### src/hw/rtl/fsc_pkg.sv
// Shared constants and types for the frustum sphere culling unit.
package fsc_pkg;

  localparam int unsigned NUM_REGS      = 8;
  localparam int unsigned NUM_PLANES    = 6;
  localparam int unsigned REG_W         = 64;
  localparam int unsigned ADDR_W        = $clog2(NUM_REGS * 8);
  localparam int unsigned DATA_W_DEF    = 32;
  localparam int unsigned FRAC_BITS_DEF = 16;
  localparam int unsigned COORD_W       = 32;
  localparam int unsigned RADIUS_W      = 31;

  typedef logic [NUM_REGS-1:0][REG_W-1:0] cfg_regs_t;

  typedef enum logic [2:0] {
    ST_IDLE,
    ST_COMP,
    ST_SQ,
    ST_ROOT,
    ST_DLOAD,
    ST_DIV,
    ST_STORE
  } setup_st_e;

endpackage

### src/hw/rtl/fsc_plane_setup.sv
// Plane extraction and normalisation from the matrix registers (shared sqrt and divider).
module fsc_plane_setup #(
  parameter int unsigned DATA_WIDTH = fsc_pkg::DATA_W_DEF,
  parameter int unsigned FRAC_BITS  = fsc_pkg::FRAC_BITS_DEF,
  localparam int unsigned UW = FRAC_BITS + 2,
  localparam int unsigned EW = DATA_WIDTH + FRAC_BITS + 1
) (
  input  logic                                       clk_i,
  input  logic                                       rst_ni,
  input  logic                                       start_i,
  input  fsc_pkg::cfg_regs_t                         regs_i,
  output logic                                       busy_o,
  output logic [fsc_pkg::NUM_PLANES-1:0]             plane_ok_o,
  output logic [fsc_pkg::NUM_PLANES-1:0][2:0][UW-1:0] unit_o,
  output logic [fsc_pkg::NUM_PLANES-1:0][EW-1:0]     offset_o
);
  import fsc_pkg::*;

  localparam int unsigned W   = DATA_WIDTH;
  localparam int unsigned F   = FRAC_BITS;
  localparam int unsigned NW  = W + F;
  localparam int unsigned CW  = $clog2(NW + 1);
  localparam logic [2:0] LAST_PLANE = 3'(NUM_PLANES - 1);

  setup_st_e state_q, state_d;

  logic [2:0]            plane_q;
  logic [1:0]            idx_q;
  logic [CW-1:0]         cnt_q;
  logic [3:0][W-1:0]     comp_q;
  logic [3:0][W-1:0]     comp_d;
  logic [2*W-1:0]        sq_q;
  logic [2*W-1:0]        len2_q;
  logic [W-1:0]          root_q;
  logic [W+1:0]          srem_q;
  logic [NW-1:0]         num_q;
  logic [W-1:0]          drem_q;
  logic [NW-1:0]         quot_q;
  logic                  neg_q;

  logic [NUM_PLANES-1:0]             ok_q;
  logic [NUM_PLANES-1:0][2:0][UW-1:0] unit_q;
  logic [NUM_PLANES-1:0][EW-1:0]     offs_q;

  logic [W-1:0]    cur_comp;
  logic [W-1:0]    cur_mag;
  logic [W+2:0]    sq_rem;
  logic [W+2:0]    sq_trial;
  logic            sq_take;
  logic [W:0]      dv_rem;
  logic            dv_take;
  logic [EW-1:0]   q_signed;
  logic [1:0]      row;

  // Saturated plane components: row 3 plus or minus the selected row
  always_comb begin
    logic signed [W:0] a;
    logic signed [W:0] b;
    logic signed [W:0] s;
    row = 2'(plane_q >> 1);
    for (int j = 0; j < 4; j++) begin
      a = (W+1)'($signed(regs_i[{2'd3, 1'(j >> 1)}][(j % 2) * 32 +: W]));
      b = (W+1)'($signed(regs_i[{row, 1'(j >> 1)}][(j % 2) * 32 +: W]));
      s = plane_q[0] ? a - b : a + b;
      if (s[W] != s[W-1]) begin
        comp_d[j] = s[W] ? {1'b1, {(W-1){1'b0}}} : {1'b0, {(W-1){1'b1}}};
      end else begin
        comp_d[j] = s[W-1:0];
      end
    end
  end

  always_comb begin
    cur_comp = comp_q[idx_q];
    cur_mag  = cur_comp[W-1] ? W'(-cur_comp) : cur_comp;
    sq_rem   = {srem_q[W:0], len2_q[2*W-1 -: 2]};
    sq_trial = {1'b0, root_q, 2'b01};
    sq_take  = sq_rem >= sq_trial;
    dv_rem   = {drem_q, num_q[NW-1]};
    dv_take  = dv_rem >= {1'b0, root_q};
    q_signed = neg_q ? EW'(-{1'b0, quot_q}) : {1'b0, quot_q};
  end

  always_comb begin
    state_d = state_q;
    case (state_q)
      ST_IDLE:  state_d = ST_IDLE;
      ST_COMP:  state_d = ST_SQ;
      ST_SQ:    if (idx_q == 2'd3) state_d = ST_ROOT;
      ST_ROOT:  if (cnt_q == CW'(W - 1)) state_d = ST_DLOAD;
      ST_DLOAD: begin
        if (root_q == '0) begin
          state_d = (plane_q == LAST_PLANE) ? ST_IDLE : ST_COMP;
        end else begin
          state_d = ST_DIV;
        end
      end
      ST_DIV:   if (cnt_q == CW'(NW - 1)) state_d = ST_STORE;
      ST_STORE: begin
        if (idx_q != 2'd3) begin
          state_d = ST_DLOAD;
        end else begin
          state_d = (plane_q == LAST_PLANE) ? ST_IDLE : ST_COMP;
        end
      end
      default:  state_d = ST_IDLE;
    endcase
    if (start_i) state_d = ST_COMP;
  end

  always_comb begin
    busy_o = (state_q != ST_IDLE);
  end

  always_ff @(posedge clk_i or negedge rst_ni) begin
    if (!rst_ni) begin
      state_q <= ST_IDLE;
      plane_q <= '0;
      idx_q   <= '0;
      cnt_q   <= '0;
      ok_q    <= '0;
    end else begin
      state_q <= state_d;
      if (start_i) begin
        plane_q <= '0;
      end else begin
        case (state_q)
          ST_COMP: begin
            idx_q <= '0;
            cnt_q <= '0;
          end
          ST_SQ:    idx_q <= (idx_q == 2'd3) ? 2'd0 : idx_q + 2'd1;
          ST_ROOT:  cnt_q <= (cnt_q == CW'(W - 1)) ? '0 : cnt_q + 1'b1;
          ST_DLOAD: begin
            cnt_q <= '0;
            if (root_q == '0) begin
              ok_q[plane_q] <= 1'b0;
              plane_q       <= plane_q + 3'd1;
            end
          end
          ST_DIV:   cnt_q <= cnt_q + 1'b1;
          ST_STORE: begin
            ok_q[plane_q] <= 1'b1;
            if (idx_q == 2'd3) begin
              idx_q   <= '0;
              plane_q <= plane_q + 3'd1;
            end else begin
              idx_q <= idx_q + 2'd1;
            end
          end
          default: ;
        endcase
      end
    end
  end

  always_ff @(posedge clk_i) begin
    case (state_q)
      ST_COMP: begin
        comp_q <= comp_d;
        srem_q <= '0;
        root_q <= '0;
      end
      ST_SQ: begin
        sq_q   <= cur_mag * cur_mag;
        len2_q <= (idx_q == 2'd0) ? '0 : len2_q + sq_q;
      end
      ST_ROOT: begin
        len2_q <= len2_q << 2;
        if (sq_take) begin
          srem_q <= (W+2)'(sq_rem - sq_trial);
          root_q <= {root_q[W-2:0], 1'b1};
        end else begin
          srem_q <= sq_rem[W+1:0];
          root_q <= {root_q[W-2:0], 1'b0};
        end
      end
      ST_DLOAD: begin
        num_q  <= NW'(cur_mag) << F;
        neg_q  <= cur_comp[W-1];
        drem_q <= '0;
        quot_q <= '0;
      end
      ST_DIV: begin
        num_q  <= num_q << 1;
        quot_q <= {quot_q[NW-2:0], dv_take};
        drem_q <= dv_take ? W'(dv_rem - {1'b0, root_q}) : dv_rem[W-1:0];
      end
      ST_STORE: begin
        if (idx_q == 2'd3) begin
          offs_q[plane_q] <= q_signed;
        end else begin
          unit_q[plane_q][idx_q] <= q_signed[UW-1:0];
        end
      end
      default: ;
    endcase
  end

  assign plane_ok_o = ok_q;
  assign unit_o     = unit_q;
  assign offset_o   = offs_q;

endmodule

### config.mk
export PLATFORM = sky130hd
export DESIGN_NAME = fsc_plane_setup
export DESIGN_NICKNAME = d
export VERILOG_FILES = /design/src/hw/rtl/fsc_pkg.sv /design/src/hw/rtl/fsc_plane_setup.sv
export SDC_FILE = /design/constraint.sdc
export NUM_CORES = 2
export LEC_CHECK = 0
export BUFFER_PORTS_ARGS = -buffer_cell sky130_fd_sc_hd__buf_2
export CAP_MARGIN = 20
export CORE_MARGIN = 1.5
export CORE_UTILIZATION = 30
export CTS_CLUSTER_SIZE = 24
export DETAILED_ROUTE_END_ITERATION = 8
export SLEW_MARGIN = 20
export SYNTH_ARGS = -nofsm -noshare
export SYNTH_HDL_FRONTEND = slang
export SYNTH_SLANG_ARGS = --single-unit
### constraint.sdc
create_clock -name clk_i -period 16.8 [get_ports clk_i]
set_clock_uncertainty 0.2 [all_clocks]
set_input_delay 0 -clock clk_i [delete_from_list [all_inputs] [get_ports clk_i]]
set_output_delay 0 -clock clk_i [all_outputs]
set_load 0.05 [all_outputs]
# ---- After elaboration in Yosys (flattened, before gate mapping)
# Index checks and enable logic that the tools add are counted.
dict set report op_classes {
  add_sub_neg 16
  n_mul 1
  n_lt_le_gt_ge 8
  eq_ne 21
  muxes 58
  bitwise_logic 5
  n_reduce_logical 21
}
# cell n
set op_table {}
lappend op_table {{$mux 32} 11}
lappend op_table {{$bwmux 324} 1}
lappend op_table {{$bwmux 294} 1}
lappend op_table {{$bmux 64 s2} 2}
lappend op_table {{$mux 64} 3}
lappend op_table {{$pmux 48 s2} 2}
lappend op_table {{$mux 33} 5}
lappend op_table {{$demux 54 s3} 1}
lappend op_table {{$demux 49 s3} 1}
lappend op_table {{$add 32x32->33} 4}
lappend op_table {{$sub 32x32->33} 4}
lappend op_table {{$pmux 32 s2} 2}
lappend op_table {{$pmux 64 s2} 1}
lappend op_table {{$mux 49} 2}
lappend op_table {{$pmux 33 s2} 1}
lappend op_table {{$add 64x64->64} 1}
lappend op_table {{$bmux 32 s2} 1}
lappend op_table {{$mul 32x32->64} 1}
lappend op_table {{$mux 54} 1}
lappend op_table {{$neg 48->49} 1}
lappend op_table {{$demux 18 s2} 1}
lappend op_table {{$ge 35x34->1} 1}
lappend op_table {{$ge 33x32->1} 1}
lappend op_table {{$sub 33x33->33} 1}
lappend op_table {{41 further kinds} 80}
dict set report totals {
  register_bits 1088
  inputBits 515
  output_inout_bits 625
  wordCells 171
}

# ---- Longest topological paths before layout
dict set report logic_depth {
  ltp_word 8
  depth_mapped 45
}

# ---- Least setup slack after synthesis
# No wires, ideal clock.
dict set report synth_path {
  kind {flip-flop to flip-flop}
  from {register idx_q[1]}
  to {register sq_q[62] (data pin)}
  setup_ps 265
  arrival_time_ps 10221
  t_required_ps 16335
  setup_slack_ps 6114
  path_stages_with_launch 40
  n_path_buf 6
  period_less_slack_ps 10686
  path_cell_list {dfrtp_1 clkbuf_1 mux2_2 o21ai_0 clkbuf_1 clkbuf_1 ha_1 and3_1 nand2_1 nor3b_1 a31oi_1 xnor2_1 clkbuf_1 inv_1 clkbuf_1 nand2_1 fa_1 fa_1 [4 not listed] inv_1 fa_1 fa_1 fa_1 inv_1 fa_1 inv_1 ha_1 clkbuf_1 a21o_1 or3_1 o31ai_1 o311ai_0 a2111oi_0 nor2_1 a211oi_1 o21ai_0 xor2_1}
}
dict set report synth_via {
  elab_chain_cells 5
}
# element line_no
set synth_lines {}
lappend synth_lines {{start, declared} fsc_plane_setup.sv:28} ;# logic [1:0] idx_q;
lappend synth_lines {{start signal, assigned} fsc_plane_setup.sv:132} ;# ST_SQ: idx_q <= (idx_q == 2'd3) ? 2'd0 : idx_q + 2'd1;
lappend synth_lines {{start signal, assigned} fsc_plane_setup.sv:148} ;# idx_q <= idx_q + 2'd1;
lappend synth_lines {{$bmux 32 s2 *} fsc_plane_setup.sv:74} ;# cur_comp = comp_q[idx_q];
lappend synth_lines {{$mux 32 (implied by the code) *} fsc_plane_setup.sv:74}
lappend synth_lines {{$neg 32->32} fsc_plane_setup.sv:75} ;# cur_mag = cur_comp[W-1] ? W'(-cur_comp) : cur_comp;
lappend synth_lines {{$mux 32 *} fsc_plane_setup.sv:75}
lappend synth_lines {{$mul 32x32->64 *} fsc_plane_setup.sv:165} ;# sq_q <= cur_mag * cur_mag;
lappend synth_lines {{end signal, assigned} fsc_plane_setup.sv:165}
lappend synth_lines {{end, declared} fsc_plane_setup.sv:32} ;# logic [2*W-1:0] sq_q;
# Mark *: on every way between the ends. The rest lies on a longest branch, timed or not. The select of a mux whose other input is x is not followed.
# A chain may end at the register's enable or synchronous reset.

# ---- Worst setup path after layout
dict set report layout_path {
  from {register idx_q[1]}
  to {register sq_q[60] (data pin)}
}
# The elaborated chain is that of the path after synthesis.

==> flow_summary.json <==
{
  "max_stage_delay_ns": 0.91,
  "crit_path_start_kind": "flip-flop",
  "dp_hpwl_um": 269000,
  "crit_arrival_ns": 13.01,
  "grt_use_met2_pct": 36.0,
  "regArea_mm2": 0.0321,
  "drc": 0,
  "clk_pin_slew_worst_paths_ns": 0.06,
  "grt_pass1_vias": 67200,
  "period_needed_ns": 12.72,
  "num_vias": 67400,
  "area_delta_synth_final_pct": 19.3,
  "synth.avg_cell_area_um2": 11.0,
  "multi_input_area_mm2": 0.0493,
  "busiest_layer": "met2",
  "yosys_warnings": 0,
  "fill_cells": 28300,
  "tns_ns": 0,
  "cts_tree": "yes",
  "die_area_mm2": 0.291,
  "clockBufferDepth": 3,
  "synth_edf_count": 1051,
  "die_h_um": 540,
  "cts_root_buf": "clkbuf_16",
  "io_pins": 1140,
  "seq_area_frac_synth_pct": 37.1,
  "syn_area_mm2": 0.0864,
  "fp-row-count": 196,
  "period_share_pct": 75.7,
  "critical_path.slowest_cell": "nor4b_2",
  "post_cts_resized": 0,
  "gr-usage-all-layers_pct": 22.1,
  "maxCapViolCount": 0,
  "grt_util_met1_pct": 27.0,
  "cts_made_buffers": 115,
  "htreeDepth": 3,
  "core_area_mm2": 0.286,
  "hold_viol_final": 0,
  "grt_pass1_wl_um": 470000,
  "final_max_slew_viol_count": 0,
  "hp-class": "input port to flip-flop",
  "endpoint_kind": "flip-flop",
  "max_freq_mhz": 78.6,
  "ant_nets": 0,
  "path_max_fanout": 39,
  "grt_overflow_total": 0,
  "syn_inst": 7845,
  "yosysUniqueCellTypes": 93,
  "async_flop_share_pct": 1.87,
  "die_w_um": 540,
  "initial_core_util_pct": 30.2,
  "status": "finished clean",
  "setup_viol": 0,
  "first_pass_iters": 6,
  "viasPerCell": 5.12,
  "drt_iter0_drc": 6449,
  "slew_headroom_pct": 21.9,
  "portBuffers": 1139,
  "worstPathRequired_ns": 17.09,
  "use_met3_pct": 4.31,
  "clock_sinks": 1071,
  "criticalPathCategory": "flip-flop to flip-flop",
  "drive_gt1_share_pct": 18.8,
  "gp_congestion": 1.05,
  "antenna_found_initial": 89,
  "ys_seq_elements": 1071,
  "grt_max_degree": 96,
  "rsz0062_at_grt": "false",
  "worst_pin_slew_ns": 1.17,
  "nNetsFinal": 11000,
  "whs_ns": 0.0485,
  "clock_latency_ns": 0.82,
  "cpMostUsedCell": "fa_1",
  "wl_per_cell_um": 25.2,
  "drt_wl_total_um": 331000,
  "synth-main-ff-cell": "edfxtp_1"
}
==> stage by stage <==
stage | area [um2] | util (%) | instances | setup WS, ns
after floorplan | 86500 | - | 7867 | 6.11
after global placement | 97000 | 34.0 | 12600 | 3.70
after detailed placement | 97000 | 34.0 | 12600 | 4.02
after CTS | 103000 | 35.9 | 13000 | 4.02
after global routing | 103000 | 36.0 | 13100 | 3.55
final | 103000 | 36.1 | 13200 | 4.08
==> final timing paths <==
| kind | slack, ns | from | depth (start not counted) | end |
|---|---|---|---|---|
| max | 4.08 | idx_q[1]$_DFFE_PN0P_ | 33 | sq_q[60]$_DFFE_PP_ |
| min | 0.05 | regs_i[392] | 5 | comp_q[9]$_DFFE_PP_ |
| max reg2reg | 4.08 | idx_q[1]$_DFFE_PN0P_ | 33 | sq_q[60]$_DFFE_PP_ |
| min reg2reg | 0.30 | flip-flop | 1 | flip-flop |
| max in group asynchronous | 15.47 | rst_ni | 5 | idx_q[1]$_DFFE_PN0P_ |
| min in group asynchronous | 0.59 | rst_ni | 5 | async pin |
==> repair_timing <==
item	in CTS	in global routing
endpoints found under the hold margin	159	0
hold buffers	156	0
setup buffers	0	0
==> metal layers <==
layer | wire length [um] | vias to the layer above
met5 | 192 | -
met4 | 22100 | 30
met3 | 26500 | 650
met2 | 154000 | 3242
met1 | 128000 | 33800
li1 | - | 29700
==> synthesized netlist by cell type, drive strengths merged, types with 158 or more instances <==
library cell | number | area [um2]
a21o | 206 | 1550
a21oi | 514 | 2570
o21ai | 301 | 1510
ha | 553 | 6920
xnor2 | 371 | 3260
clkbuf | 228 | 856
mux4 | 158 | 3560
inv | 1163 | 4370
nor2 | 614 | 2310
edfxtp | 1051 | 31600
nand2 | 568 | 2130
fa | 799 | 16000
==> flip-flops by register name, summed over array words and instances (netlist names), named ones only <==
signal,flops
neg_q,1
state_q,3
idx_q,2
len2_q,64
offset_o,294
quot_q,48
srem_q,33
sq_q,63
drem_q,32
plane_q,3
root_q,32
num_q,32
unit_o,324
cnt_q,6
comp_q,128
==> cell usage in the layout, fill, tap and decap left out, drive strengths merged, types with 136 or more instances in the layout <==
master,instances
edfxtp,1051
a21oi,514
clkbuf,136
diode,198
dlygate4sd3,155
a21o,206
xor2,143
inv,1174
nand2,568
mux4,158
buf,1256
ha,553
fa,799
xnor2,371
o21ai,301
nor2,614
==> worst max-delay path, delay by kind of cell (launching register included) <==
kind                     cells  cell delay, ns
buffers and inverters        6            0.94
flip-flops                   1            0.90
XOR/XNOR                     1            0.09
adder cells (fa/ha/maj)      9            4.75
AND/OR/NAND/NOR             12            4.06
multiplexers                 1            0.42
AO/OA/AOI/OAI                4            1.09
==> layout make-up <==
cell class | instances | share of cell area, %
multi-input cells | 5337 | 47.8
flip-flops and latches | 1071 | 31.1
repair buffers | 1413 | 7.95
well taps | 3762 | 4.57
inverters | 1168 | 4.26
clock buffers | 134 | 2.86
clock inverters | 82 | 0.941
diodes | 198 | 0.481
==> kinds of logic after synthesis <==
group / after synthesis / share of synthesized area (%)
AOI/OAI and AO/OA: 1457 / 10.5
xor gates and xnor gates: 514 / 5.22
adders and majority gates: 1377 / 26.8
buffers and inverters: 1459 / 6.48
DFF: 1071 / 37.1
muxes: 190 / 4.51
other: 2 / 0.00869
and+or+nand+nor: 1775 / 9.39
Power is not shown: default switching activity piles up to over one toggle a cycle in this logic, so the estimate is an artifact.
